`config.mk`:
```
export PLATFORM = sky130hd
export DESIGN_NAME = hsi_to_rgbw_convert_flat
export DESIGN_NICKNAME = d
export VERILOG_FILES = /design/src/rtl/hsi2rgbw_pkg.sv /design/src/rtl/hsi2rgbw_in_if.sv /design/src/rtl/hsi2rgbw_out_if.sv /design/src/rtl/hsi_to_rgbw_convert.sv /design/src/flat_wrapper.sv
export SDC_FILE = /design/constraint.sdc
export NUM_CORES = 2
export LEC_CHECK = 0
export BUFFER_PORTS_ARGS = -buffer_cell sky130_fd_sc_hd__buf_2
export CORE_ASPECT_RATIO = 0.7
export CORE_UTILIZATION = 25
export CTS_CLUSTER_DIAMETER = 100
export DETAILED_ROUTE_END_ITERATION = 12
export SYNTH_ARGS = -nofsm -noshare
export SYNTH_HDL_FRONTEND = slang
export SYNTH_SLANG_ARGS = --single-unit
```
`constraint.sdc`:
```
create_clock -name clk -period 8.05 [get_ports clk]
set_input_delay 1.61 -clock clk [delete_from_list [all_inputs] [get_ports clk]]
set_output_delay 1.61 -clock clk [all_outputs]
set_load 0.05 [all_outputs]
```
`src/rtl/hsi2rgbw_pkg.sv`:
```
// Shared constants, field widths and the hue-ratio lookup table for the HSI to RGBW converter.
// No dependencies; imported by the channel interfaces and by hsi_to_rgbw_convert.
`default_nettype none

package hsi2rgbw_pkg;

	// Field widths of the pixel channels
	localparam int HUE_W   = 9;
	localparam int SAT_W   = 9;
	localparam int INT_W   = 10;
	localparam int LEVEL_W = 8;

	// Fractional bits of the sector ratio q = cos(d)/cos(60-d)
	localparam int RATIO_FRAC_BITS = 16;

	// Angle and level constants
	localparam int unsigned DEG_FULL   = 360;
	localparam int unsigned DEG_SECTOR = 120;
	localparam int unsigned DEG_HALF   = 180;
	localparam int unsigned DEG_SIXTY  = 60;

	localparam logic [HUE_W-1:0] HUE_FULL    = HUE_W'(DEG_FULL);
	localparam logic [HUE_W-1:0] HUE_SECTOR1 = HUE_W'(DEG_SECTOR);
	localparam logic [HUE_W-1:0] HUE_SECTOR2 = HUE_W'(2 * DEG_SECTOR);

	localparam logic [SAT_W-1:0] SAT_MAX   = SAT_W'(256);
	localparam logic [INT_W-1:0] INT_MAX   = INT_W'(512);
	localparam logic [LEVEL_W-1:0] LEVEL_MAX = LEVEL_W'(255);

	// Offset inside a 120-degree sector
	localparam int OFFSET_W = $clog2(DEG_SECTOR);

	// Signed ratio: magnitude up to about 2.0, so two integer bits and a sign
	localparam int RATIO_W  = RATIO_FRAC_BITS + 3;
	// Channel factors 1+q and 2-q stay below 4.0 and are never negative
	localparam int FACTOR_W = RATIO_FRAC_BITS + 2;

	// S*I and (256-S)*I are at most 2^17
	localparam int SI_W    = 18;
	// S*I*255
	localparam int SI255_W = 25;
	// S*I*255*factor
	localparam int PROD_W  = SI255_W + FACTOR_W;
	// Product after dropping 2^(16+RATIO_FRAC_BITS); still to be divided by 3
	localparam int QUOT_SHIFT = 16 + RATIO_FRAC_BITS;
	localparam int QUOT_W     = PROD_W - QUOT_SHIFT;
	// floor(v/3) for v < 768 is (v*683) >> 11
	localparam int DIV3_IN_W  = 10;
	localparam int DIV3_MUL   = 683;
	localparam int DIV3_SHIFT = 11;
	localparam int DIV3_PROD_W = DIV3_IN_W + 10;
	localparam logic [QUOT_W-1:0] QUOT_SAT = QUOT_W'(3 * 256);

	// White: 255*(256-S)*I >> 16
	localparam int WHITE_SHIFT = 16;
	localparam int WHITE_W     = SI255_W - WHITE_SHIFT;

	localparam logic signed [RATIO_W:0] RATIO_ONE = (RATIO_W+1)'(64'd1 << RATIO_FRAC_BITS);
	localparam logic signed [RATIO_W:0] RATIO_TWO = (RATIO_W+1)'(64'd2 << RATIO_FRAC_BITS);

	// Which two colour channels a hue sector drives
	typedef enum logic [1:0] {
		SECTOR_RG = 2'd0,
		SECTOR_GB = 2'd1,
		SECTOR_BR = 2'd2
	} sector_t;

	// Series constants used only while building the table
	localparam logic [63:0] ONE_Q30 = 64'd1073741824;
	localparam logic [63:0] PI_Q30  = 64'd3373259426;
	localparam int unsigned SERIES_TERMS = 12;

	typedef logic [DEG_SECTOR-1:0][RATIO_W-1:0] ratio_table_t;

	// Unsigned 64-bit quotient by restoring long division, table build only
	function automatic logic [63:0] udiv64(input logic [63:0] num, input logic [63:0] dvs);
		logic [64:0] rem;
		logic [63:0] quo;
		rem = '0;
		quo = '0;
		for (int i = 63; i >= 0; i--) begin
			rem = {rem[63:0], num[i]};
			if (rem >= {1'b0, dvs}) begin
				rem    = rem - {1'b0, dvs};
				quo[i] = 1'b1;
			end
		end
		return quo;
	endfunction

	// cos(deg) in Q.30 by a truncated Taylor series
	function automatic logic signed [63:0] cos_deg_q30(input int unsigned deg);
		logic [63:0]        x;
		logic [63:0]        x2;
		logic [63:0]        t;
		logic [63:0]        den;
		logic signed [63:0] acc;
		x   = udiv64(64'(deg) * PI_Q30 + 64'(DEG_HALF / 2), 64'(DEG_HALF));
		x2  = (x * x) >> 30;
		t   = ONE_Q30;
		acc = signed'(ONE_Q30);
		for (int unsigned k = 1; k <= SERIES_TERMS; k++) begin
			den = 64'((2 * k - 1) * (2 * k));
			t   = udiv64((t * x2) >> 30, den);
			if (k[0]) begin
				acc = acc - signed'(t);
			end else begin
				acc = acc + signed'(t);
			end
		end
		return acc;
	endfunction

	// q(d) = cos(d)/cos(|60-d|), rounded half away from zero
	function automatic logic signed [RATIO_W-1:0] ratio_q(input int unsigned d);
		logic signed [63:0] c;
		logic signed [63:0] den;
		logic [63:0]        mag;
		logic [63:0]        uden;
		logic [63:0]        q;
		c   = cos_deg_q30(d);
		den = cos_deg_q30((d <= DEG_SIXTY) ? (DEG_SIXTY - d) : (d - DEG_SIXTY));
		if (den <= 0) begin
			den = 64'sd1;
		end
		uden = unsigned'(den);
		mag  = (c < 0) ? unsigned'(-c) : unsigned'(c);
		q    = udiv64((mag << RATIO_FRAC_BITS) + (uden >> 1), uden);
		return (c < 0) ? RATIO_W'(-signed'(q)) : RATIO_W'(q);
	endfunction

	function automatic ratio_table_t build_ratio_table();
		ratio_table_t tbl;
		for (int unsigned d = 0; d < DEG_SECTOR; d++) begin
			tbl[d] = ratio_q(d);
		end
		return tbl;
	endfunction

	// Constant ROM, evaluated at elaboration
	localparam ratio_table_t RATIO_TABLE = build_ratio_table();

endpackage

`default_nettype wire

```
`src/rtl/hsi2rgbw_in_if.sv`:
```
// Input pixel channel: valid/ready handshake with an HSI colour payload.
// Depends on hsi2rgbw_pkg for field widths.
`default_nettype none

interface hsi2rgbw_in_if;
	import hsi2rgbw_pkg::*;

	logic             valid;
	logic             ready;
	logic [HUE_W-1:0] hue_deg;
	logic [SAT_W-1:0] saturation;
	logic [INT_W-1:0] intensity;

	modport source (output valid, output hue_deg, output saturation, output intensity,
		input ready);
	modport sink (input valid, input hue_deg, input saturation, input intensity,
		output ready);
endinterface

`default_nettype wire

```
`src/rtl/hsi2rgbw_out_if.sv`:
```
// Output pixel channel: valid/ready handshake with RGBW drive levels.
// Depends on hsi2rgbw_pkg for field widths.
`default_nettype none

interface hsi2rgbw_out_if;
	import hsi2rgbw_pkg::*;

	logic               valid;
	logic               ready;
	logic [LEVEL_W-1:0] red;
	logic [LEVEL_W-1:0] green;
	logic [LEVEL_W-1:0] blue;
	logic [LEVEL_W-1:0] white;

	modport source (output valid, output red, output green, output blue, output white,
		input ready);
	modport sink (input valid, input red, input green, input blue, input white,
		output ready);
endinterface

`default_nettype wire

```
`src/rtl/hsi_to_rgbw_convert.sv`:
```
// HSI to RGBW converter, five-stage pipeline from pixel_in to pixel_out.
// Depends on hsi2rgbw_pkg, hsi2rgbw_in_if and hsi2rgbw_out_if.
`default_nettype none

// Converts one hue/saturation/intensity colour per transfer into red, green, blue and
// white drive bytes. Hue is in whole degrees (values of 360 and above wrap once),
// saturation is Q1.8 clamped to 1.0, intensity is Q2.8 clamped to 2.0. The hue picks a
// 120-degree sector; the offset in it reads a constant table of cos(d)/cos(60-d), and the
// two active channels get S*I*255/3*(1+q) and S*I*255/3*(2-q), the third zero. White is
// 255*(1-S)*I. All levels truncate and saturate at 255. A result is registered in stages
// 1 to 5 in turn and is valid at pixel_out from the stage 5 register; throughput is one
// colour per cycle while the output is not stalled, set by the five pipeline registers,
// which all advance together whenever the output is not stalled. A stage moves on when
// the stage after it is empty or moving, so bubbles close up and pixel_in stays ready
// while a finished result waits at pixel_out, as long as some stage has room.

module hsi_to_rgbw_convert (
	input  wire logic     clk,
	input  wire logic     arst_n,
	hsi2rgbw_in_if.sink   pixel_in,
	hsi2rgbw_out_if.source pixel_out
);
	import hsi2rgbw_pkg::*;

	// Stage valids and advance enables
	logic valid_s1, valid_s2, valid_s3, valid_s4, valid_s5;
	logic en_s1, en_s2, en_s3, en_s4, en_s5;

	// Stage 1: wrapped hue split into sector and offset, clamped S and I
	logic [HUE_W-1:0]    hue_wrap;
	sector_t             sector_in;
	logic [HUE_W-1:0]    offset_wide;
	sector_t             sector_s1;
	logic [OFFSET_W-1:0] offset_s1;
	logic [SAT_W-1:0]    sat_s1;
	logic [INT_W-1:0]    int_s1;

	// Stage 2: channel factors and the two S/I products
	logic signed [RATIO_W-1:0] ratio;
	logic signed [RATIO_W:0]   up_full;
	logic signed [RATIO_W:0]   down_full;
	logic [FACTOR_W-1:0]       up_fac;
	logic [FACTOR_W-1:0]       down_fac;
	sector_t                   sector_s2;
	logic [FACTOR_W-1:0]       up_s2;
	logic [FACTOR_W-1:0]       down_s2;
	logic [SI_W-1:0]           si_s2;
	logic [SI_W-1:0]           ws_s2;

	// Stage 3: times 255, white finished
	logic [SI255_W-1:0]  si255;
	logic [SI255_W-1:0]  ws255;
	logic [WHITE_W-1:0]  white_raw;
	sector_t             sector_s3;
	logic [FACTOR_W-1:0] up_s3;
	logic [FACTOR_W-1:0] down_s3;
	logic [SI255_W-1:0]  si255_s3;
	logic [LEVEL_W-1:0]  white_s3;

	// Stage 4: full colour products
	sector_t            sector_s4;
	logic [PROD_W-1:0]  prod_a_s4;
	logic [PROD_W-1:0]  prod_b_s4;
	logic [LEVEL_W-1:0] white_s4;

	// Stage 5: divide by 3, saturate, route to channels
	logic [QUOT_W-1:0]       quot_a;
	logic [QUOT_W-1:0]       quot_b;
	logic [DIV3_PROD_W-1:0]  div_a;
	logic [DIV3_PROD_W-1:0]  div_b;
	logic [LEVEL_W-1:0]      level_a;
	logic [LEVEL_W-1:0]      level_b;
	logic [LEVEL_W-1:0]      red_s5, green_s5, blue_s5, white_s5;

	// Advance a stage when it is empty or its successor advances
	always_comb begin
		en_s5 = !valid_s5 || pixel_out.ready;
		en_s4 = !valid_s4 || en_s5;
		en_s3 = !valid_s3 || en_s4;
		en_s2 = !valid_s2 || en_s3;
		en_s1 = !valid_s1 || en_s2;
	end

	assign pixel_in.ready = en_s1;

	always_ff @(posedge clk or negedge arst_n) begin
		if (!arst_n) begin
			valid_s1 <= 1'b0;
			valid_s2 <= 1'b0;
			valid_s3 <= 1'b0;
			valid_s4 <= 1'b0;
			valid_s5 <= 1'b0;
		end else begin
			if (en_s1) valid_s1 <= pixel_in.valid;
			if (en_s2) valid_s2 <= valid_s1;
			if (en_s3) valid_s3 <= valid_s2;
			if (en_s4) valid_s4 <= valid_s3;
			if (en_s5) valid_s5 <= valid_s4;
		end
	end

	// ---- Stage 1 ----
	// Wrap out-of-range hue once, then find the sector by two compares
	always_comb begin
		hue_wrap = (pixel_in.hue_deg >= HUE_FULL) ? (pixel_in.hue_deg - HUE_FULL)
			: pixel_in.hue_deg;
		if (hue_wrap < HUE_SECTOR1) begin
			sector_in   = SECTOR_RG;
			offset_wide = hue_wrap;
		end else if (hue_wrap < HUE_SECTOR2) begin
			sector_in   = SECTOR_GB;
			offset_wide = hue_wrap - HUE_SECTOR1;
		end else begin
			sector_in   = SECTOR_BR;
			offset_wide = hue_wrap - HUE_SECTOR2;
		end
	end

	always_ff @(posedge clk) begin
		if (en_s1) begin
			sector_s1 <= sector_in;
			offset_s1 <= offset_wide[OFFSET_W-1:0];
			sat_s1    <= (pixel_in.saturation > SAT_MAX) ? SAT_MAX : pixel_in.saturation;
			int_s1    <= (pixel_in.intensity > INT_MAX) ? INT_MAX : pixel_in.intensity;
		end
	end

	// ---- Stage 2 ----
	// Look up q, form 1+q and 2-q; drop a factor that is zero or negative
	always_comb begin
		ratio     = signed'(RATIO_TABLE[offset_s1]);
		up_full   = RATIO_ONE + {ratio[RATIO_W-1], ratio};
		down_full = RATIO_TWO - {ratio[RATIO_W-1], ratio};
		up_fac    = (up_full <= 0) ? '0 : up_full[FACTOR_W-1:0];
		down_fac  = (down_full <= 0) ? '0 : down_full[FACTOR_W-1:0];
	end

	always_ff @(posedge clk) begin
		if (en_s2) begin
			sector_s2 <= sector_s1;
			up_s2     <= up_fac;
			down_s2   <= down_fac;
			si_s2     <= SI_W'(sat_s1) * SI_W'(int_s1);
			ws_s2     <= SI_W'(SAT_MAX - sat_s1) * SI_W'(int_s1);
		end
	end

	// ---- Stage 3 ----
	// Multiply by 255 as x*256 - x; white is complete here
	always_comb begin
		si255     = (SI255_W'(si_s2) << LEVEL_W) - SI255_W'(si_s2);
		ws255     = (SI255_W'(ws_s2) << LEVEL_W) - SI255_W'(ws_s2);
		white_raw = ws255[SI255_W-1:WHITE_SHIFT];
	end

	always_ff @(posedge clk) begin
		if (en_s3) begin
			sector_s3 <= sector_s2;
			up_s3     <= up_s2;
			down_s3   <= down_s2;
			si255_s3  <= si255;
			white_s3  <= (white_raw > WHITE_W'(LEVEL_MAX)) ? LEVEL_MAX
				: white_raw[LEVEL_W-1:0];
		end
	end

	// ---- Stage 4 ----
	always_ff @(posedge clk) begin
		if (en_s4) begin
			sector_s4 <= sector_s3;
			prod_a_s4 <= PROD_W'(si255_s3) * PROD_W'(up_s3);
			prod_b_s4 <= PROD_W'(si255_s3) * PROD_W'(down_s3);
			white_s4  <= white_s3;
		end
	end

	// ---- Stage 5 ----
	// Drop the fixed-point scale, then divide by 3 by reciprocal; anything at or
	// above 3*256 saturates, so the reciprocal only sees values below 768
	always_comb begin
		quot_a  = prod_a_s4[PROD_W-1:QUOT_SHIFT];
		quot_b  = prod_b_s4[PROD_W-1:QUOT_SHIFT];
		div_a   = DIV3_PROD_W'(quot_a[DIV3_IN_W-1:0]) * DIV3_PROD_W'(DIV3_MUL);
		div_b   = DIV3_PROD_W'(quot_b[DIV3_IN_W-1:0]) * DIV3_PROD_W'(DIV3_MUL);
		level_a = (quot_a >= QUOT_SAT) ? LEVEL_MAX : div_a[DIV3_SHIFT +: LEVEL_W];
		level_b = (quot_b >= QUOT_SAT) ? LEVEL_MAX : div_b[DIV3_SHIFT +: LEVEL_W];
	end

	always_ff @(posedge clk) begin
		if (en_s5) begin
			case (sector_s4)
				SECTOR_RG: begin
					red_s5   <= level_a;
					green_s5 <= level_b;
					blue_s5  <= '0;
				end
				SECTOR_GB: begin
					red_s5   <= '0;
					green_s5 <= level_a;
					blue_s5  <= level_b;
				end
				SECTOR_BR: begin
					red_s5   <= level_b;
					green_s5 <= '0;
					blue_s5  <= level_a;
				end
				default: begin
					red_s5   <= '0;
					green_s5 <= '0;
					blue_s5  <= '0;
				end
			endcase
			white_s5 <= white_s4;
		end
	end

	assign pixel_out.valid = valid_s5;
	assign pixel_out.red   = red_s5;
	assign pixel_out.green = green_s5;
	assign pixel_out.blue  = blue_s5;
	assign pixel_out.white = white_s5;

endmodule

`default_nettype wire
```
`src/flat_wrapper.sv`:
```
// flat-port wrapper written by rule: the top's interface ports become plain ports
module hsi_to_rgbw_convert_flat import hsi2rgbw_pkg::*;
  (clk, arst_n, pixel_in_valid, pixel_in_hue_deg, pixel_in_saturation, pixel_in_intensity, pixel_in_ready, pixel_out_valid, pixel_out_red, pixel_out_green, pixel_out_blue, pixel_out_white, pixel_out_ready);
  hsi2rgbw_in_if pixel_in_i ();
  hsi2rgbw_out_if pixel_out_i ();
  input  wire logic clk;
  input  wire logic arst_n;
  input wire logic [$bits(pixel_in_i.valid)-1:0] pixel_in_valid;
  input wire logic [$bits(pixel_in_i.hue_deg)-1:0] pixel_in_hue_deg;
  input wire logic [$bits(pixel_in_i.saturation)-1:0] pixel_in_saturation;
  input wire logic [$bits(pixel_in_i.intensity)-1:0] pixel_in_intensity;
  output wire logic [$bits(pixel_in_i.ready)-1:0] pixel_in_ready;
  output wire logic [$bits(pixel_out_i.valid)-1:0] pixel_out_valid;
  output wire logic [$bits(pixel_out_i.red)-1:0] pixel_out_red;
  output wire logic [$bits(pixel_out_i.green)-1:0] pixel_out_green;
  output wire logic [$bits(pixel_out_i.blue)-1:0] pixel_out_blue;
  output wire logic [$bits(pixel_out_i.white)-1:0] pixel_out_white;
  input wire logic [$bits(pixel_out_i.ready)-1:0] pixel_out_ready;
  assign pixel_in_i.valid = pixel_in_valid;
  assign pixel_in_i.hue_deg = pixel_in_hue_deg;
  assign pixel_in_i.saturation = pixel_in_saturation;
  assign pixel_in_i.intensity = pixel_in_intensity;
  assign pixel_in_ready = pixel_in_i.ready;
  assign pixel_out_valid = pixel_out_i.valid;
  assign pixel_out_red = pixel_out_i.red;
  assign pixel_out_green = pixel_out_i.green;
  assign pixel_out_blue = pixel_out_i.blue;
  assign pixel_out_white = pixel_out_i.white;
  assign pixel_out_i.ready = pixel_out_ready;
  hsi_to_rgbw_convert u_core (.clk(clk), .arst_n(arst_n), .pixel_in(pixel_in_i), .pixel_out(pixel_out_i));
endmodule
```
Yosys cells after proc, flatten, opt, wreduce, memory -nomap -nowiden
Memory sizes are Yosys's and may differ from the RTL's. A register that Yosys moved wholly into a read port is not among the register bits.
Index checks and enable logic that the tools add are counted.
{"block": "classes", "n_mux": 11, "magnitude_cmp": 11, "n_addsub": 8, "mul": 6, "eq_ne": 2, "reduce_logical": 11}
{"cell": "25-bit by 18-bit multiplier with 43-bit output", "n": 2}
{"cell": "25-bit by 18-bit subtractor with 25-bit output", "n": 2}
{"cell": "8-bit case mux with 2 select lines", "n": 3}
{"cell": "20-bit by 1-bit <= comparator with 1-bit output, second input constant", "n": 2}
{"cell": "10-bit by 10-bit multiplier with 19-bit output, second input constant", "n": 2}
{"cell": "11-bit by 10-bit >= comparator with 1-bit output, second input constant", "n": 2}
{"cell": "7-bit 2-to-1 mux", "n": 3}
{"cell": "18-bit by 19-bit adder with 20-bit output, first input constant", "n": 1}
{"cell": "19-bit by 19-bit subtractor with 20-bit output, first input constant", "n": 1}
{"cell": "19-bit 2-to-1 mux", "n": 1}
{"cell": "18-bit by 10-bit multiplier with 18-bit output", "n": 1}
{"cell": "9-bit by 10-bit multiplier with 18-bit output", "n": 1}
{"cell": "8-bit 2-to-1 mux", "n": 2}
{"cell": "7-bit subtractor, second input constant", "n": 2}
{"cell": "10-bit > comparator, second input constant", "n": 1}
{"cell": "9-bit by 9-bit subtractor with 10-bit output, first input constant", "n": 1}
{"cell": "9-bit >= comparator, second input constant", "n": 1}
{"cell": "9-bit by 8-bit > comparator with 1-bit output, second input constant", "n": 1}
{"cell": "9-bit > comparator, second input constant", "n": 1}
{"cell": "9-bit by 7-bit < comparator with 1-bit output, second input constant", "n": 1}
{"cell": "9-bit by 8-bit < comparator with 1-bit output, second input constant", "n": 1}
{"cell": "9-bit 2-to-1 mux", "n": 1}
{"cell": "9-bit subtractor, second input constant", "n": 1}
{"cell": "7-bit by 8-bit < comparator with 1-bit output, second input constant", "n": 1}
{"cell": "other kinds (6)", "n": 14}
{"block": "word_totals", "inputBits": 32, "register_bits": 306, "mem_count": 1, "romBits": 2432}
{"memory": "(name not given)", "depth": 128, "word_bits": 19, "rd": 1, "rd_ports_with_merged_regs": 1, "write_ports": 0, "line_no": "hsi_to_rgbw_convert.sv:131", "rtl": "ratio = signed'(RATIO_TABLE[offset_s1]);"}

Longest topological paths before layout
{"block": "logic_depth", "depth_word": 7, "depth_mapped": 25, "mapped_depth_nobuf": 24}

Worst setup path after synthesis
OpenSTA, ideal clock, no wires.
{"block": "synth_timing", "path_kind": "flip-flop to flip-flop", "startpoint": "register u_core.si255_s3[23]", "endpoint": "register u_core.prod_a_s4[42], data pin", "stages_incl_launch_ff": 26, "required_ps": 7784, "synth_period_minus_slack_ps": 6621, "slack_ps": 1429, "arrival_time_ps": 6355, "path_buffers": 2, "cell_sequence": "edfxtp_1 clkbuf_1 clkbuf_1 nand2_1 fa_1 inv_1 fa_1 inv_1 fa_1 inv_1 fa_1 fa_1 inv_1 fa_1 inv_1 ha_1 a21o_1 a21o_1 a21oi_1 nor2_1 a2111oi_0 o211ai_1 a221oi_1 o21bai_1 o41ai_1 xnor2_1"}
{"block": "synth_via", "elab_chain_cells": 1}
{"element": "start, declared", "line_no": "hsi_to_rgbw_convert.sv:57", "rtl": "logic [SI255_W-1:0] si255_s3;"}
{"element": "start signal, assigned", "line_no": "hsi_to_rgbw_convert.sv:161", "rtl": "si255_s3 <= si255;"}
{"element": "25-bit by 18-bit multiplier with 43-bit output", "line_no": "hsi_to_rgbw_convert.sv:171", "rtl": "prod_a_s4 <= PROD_W'(si255_s3) * PROD_W'(up_s3);"}
{"element": "end signal, assigned", "line_no": "hsi_to_rgbw_convert.sv:171"}
{"element": "end, declared", "line_no": "hsi_to_rgbw_convert.sv:62", "rtl": "logic [PROD_W-1:0] prod_a_s4;"}
No other way between the ends.
A chain may end at the register's enable or synchronous reset.

Final worst setup path
{"block": "layout_timing", "startpoint": "register u_core.up_s3[12]", "endpoint": "register u_core.prod_a_s4[42], data pin"}
{"block": "layout_via", "elab_chain_cells": 1}
{"element": "start, declared", "line_no": "hsi_to_rgbw_convert.sv:55", "rtl": "logic [FACTOR_W-1:0] up_s3;"}
{"element": "start signal, assigned", "line_no": "hsi_to_rgbw_convert.sv:159", "rtl": "up_s3 <= up_s2;"}
{"element": "25-bit by 18-bit multiplier with 43-bit output", "line_no": "hsi_to_rgbw_convert.sv:171"}
No other way between the ends.

==> run_results.csv <==
group,metric,value,unit
timing,setup_tns,0,ps
die,coreArea,196700,um^2
timing,clock_skew,29.89,ps
drt,dr.pass1.iters,7,
finish,syn2layout_area_growth,8.853,%
die,ios,66,
timing,rsz0062_at_grt,"false",
hold_path,hold_class,"flop to flop",
die,chipHeight,374.6,um
yosys,synth-simple-area-share,15.55,%
yosys,yosys_most_used_dff,"edfxtp_1",
clock_network,post-cts-setup-buffers,0,
timing,finalCriticalPeriod,7502,ps
clock_network,clk_pin_slew,80,ps
timing,drv_slew,0,
place,portBuffers,65,
setup_path,cp_max_fo,25,
global_route,grt_max_degree,75,
drt,drc,0,
yosys,yosysTopAreaCellShare,36.79,%
setup_path,setup.worst_path.class,"flop to flop",
drt,post_drt_wl_per_cell,16.71,um
yosys,synth_commonest_cells,"1,176 x inv_1, 911 x fa_1, 801 x nand2_1, 463 x ha_1, 435 x and2_1",
global_route,grt_pass1_wl,212900,um
yosys,syn_area,49580,um^2
yosys,synth.most_common_cell,"inv_1",
clock_network,clock_sinks,260,
yosys,synth-seq-cells,260,
clock_network,clock_path_buffers,3,
yosys,synth_top_cell_by_area,"fa_1",
clock_network,clk-insertion-delay-late,620,ps
timing,hold_viol_final,0,
setup_path,critPathRequiredTime,8420,ps
yosys,ys_seq_area_share,15.31,%
yosys,synth_top_family_by_area,"adder cells",
drt,initialDrtViolationCount,2959,
clock_network,cts-buffers-inserted,29,
drt,via_per_inst,4.527,
timing,setup_viol,0,
clock_network,cts_tree,"built",
die,die_x,534.3,um
clock_network,htree_levels,1,
flow_run,maxCapViolCount,0,
yosys,synthAdderAreaFrac,48.47,%
yosys,synth_mux_area_share,0.4316,%
yosys,netlist_instances,5324,
timing,hold_slack,410.0,ps
place,dp_hpwl,104200,um
yosys,synth_area_per_cell,9.312,um^2
outcome,status,"complete, no violations",
timing,max_slew_margin,14.63,%
drt,ant_nets,0,
yosys,synth_edf_count,236,
setup_path,start_kind,"flop",
die,core.rowCount,136,
finish,antennaDiodeCount,0,
drt,routed_wirelength,132000,um
timing,fmaxAchievable,133.3,MHz
clock_network,cts_root_buf,"clkbuf_16",
setup_path,crit_path_end_kind,"flop",
timing,tightestPinTransition,1273,ps
global_route,gr-usage-all-layers,13.30,%
yosys,synth_nets,6730,
finish,drive_gt1_share,5.040,%
global_route,antenna_found_initial,8,
die,dieArea,200100,um^2
yosys,synthTopCellsByArea,"fa_1 37%, edfxtp_1 14%, ha_1 12%",
timing,finalCritPeriodShare,93.19,%
finish,nets,6661,
yosys,synth_warnings,0,
setup_path,arrival,7870,ps
drt,num_vias,35760,
clock_network,cts_hold_buf,0,
place,globalplace.congestion,0.8991,
yosys,yosysUniqueCellTypes,94,
yosys,synth-compound-area-share,6.819,%
global_route,grt_pass1_vias,37290,
die,start_util,25.20,%
yosys,ys_async_sr_fraction,1.923,%
clock_network,ctsResizeCount,0,
yosys,synthXorXnorAreaFrac,2.312,%
global_route,grt_overflow,0,
## kinds of logic (layout without fill, tap and decap cells)
kind of cell / count (synthesis) / in the layout
AND/OR/NAND/NOR: 1609 / 1609
flip-flops: 260 / 260
multiplexers: 20 / 20
AO/OA/AOI/OAI: 481 / 481
buffers and inverters: 1450 / 1404
XOR/XNOR: 130 / 130
adder cells (fa/ha/maj): 1374 / 1374
## state kept, by name (all words and copies together) (netlist names), 9 cells and up
register,count
u_core.ratio,19
u_core.int_s1,10
u_core.up_s2,18
u_core.prod_a_s4,11
u_core.ws_s2,18
u_core.prod_b_s4,11
u_core.down_s2,18
u_core.up_s3,18
u_core.si_s2,17
u_core.sat_s1,9
u_core.si255_s3,25
u_core.down_s3,18
## cell usage in the layout (no fill, tap or decap), types with 9 or more instances in the layout
cell type,Yosys,routed
o311ai_0,9,9
mux2i_1,14,13
ha_1,463,463
a31oi_1,29,29
nand3_1,40,38
o211ai_1,32,32
buf_2,24,66
a22o_1,17,17
nand2_1,801,800
a211oi_1,19,19
a311oi_1,11,11
nand2b_1,19,18
xor2_1,38,38
a21oi_1,99,99
dfxtp_1,19,19
a21o_1,40,40
and3_1,15,15
edfxtp_1,236,236
and2_1,435,435
nor3_1,51,50
nor2_1,130,130
or3_1,14,14
nor4_1,18,18
o21ai_0,76,76
a221oi_1,9,9
o221ai_1,11,11
o21bai_1,11,11
fa_1,911,911
nand4_1,11,11
o21a_1,10,10
inv_1,1176,1175
o22ai_1,10,10
buf_4,4,102
xnor2_1,91,91
clkbuf_16,0,29
nor2b_1,40,40
## routing by layer
metal | vias up | routed length, um | GRT usage, %
met4 | 2 | 1728 | 2.133
met1 | 18200 | 66490 | 20.88
li1 | 16220 | - | -
met2 | 1239 | 52780 | 18.73
met5 | - | 13 | 0
met3 | 112 | 11000 | 2.593
## final cells by class
cell class	count	area [um^2]
Inverter	1178	4424
Clock inverter	21	209.0
Timing Repair Buffer	172	1176
Multi-Input combinational cell	3614	36540
Fill cell	20920	142700
Tap cell	2622	3281
Clock buffer	33	740.7
Sequential cell	260	7592
## path summary, 6_finish.rpt
check | end | cells after the start | slack (ps) | start
min in group asynchronous | u_core.valid_s1$_DFFE_PN0N_ | 1 | 810 | arst_n
max in group asynchronous | u_core.pixel_out.valid$_DFFE_PN0P_ | 1 | 7100 | arst_n
worst min-delay path | u_core.up_s3[2]$_DFFE_PP_ | 0 | 410 | u_core.up_s2[2]$_SDFFCE_PP0P_
worst max register to register | u_core.prod_a_s4[42]$_DFFE_PP_ | 22 | 550 | u_core.up_s3[12]$_DFFE_PP_
worst min register to register | u_core.up_s3[2]$_DFFE_PP_ | 0 | 410 | u_core.up_s2[2]$_SDFFCE_PP0P_
worst max-delay path | u_core.prod_a_s4[42]$_DFFE_PP_ | 22 | 550 | u_core.up_s3[12]$_DFFE_PP_
## metrics by stage
| step | setup slack, ps | cell area [um^2] | utilization [%] | std cells |
|---|---|---|---|---|
| after floorplan | 1429 | 49580 | - | 5324 |
| after global placement | 763.9 | 53010 | 26.95 | 7845 |
| after detailed placement | 593.7 | 53010 | 26.95 | 7845 |
| after CTS | 592.2 | 53960 | 27.43 | 7899 |
| after global routing | 41.85 | 53970 | 27.43 | 7900 |
| final | 548.1 | 53970 | 27.43 | 7900 |
## worst max-delay path: stages (launching register included)
cell and delay [ps]:
edfxtp_1 1170, nand2_1 240, fa_1 590, inv_1 60, fa_1 570, fa_1 440, fa_1 460, fa_1 500
inv_1 60, fa_1 480, inv_1 50, ha_1 290, a21o_1 170, a21o_1 170, a21oi_1 150, nor2_1 60
a2111oi_0 480, o211ai_1 320, a221oi_1 310, buf_4 180, o21bai_1 90, o41ai_1 310, xnor2_1 100
Power is left out: the tool's default activity adds up to more than one toggle a clock period on the data nets, which glitch-free logic cannot reach.
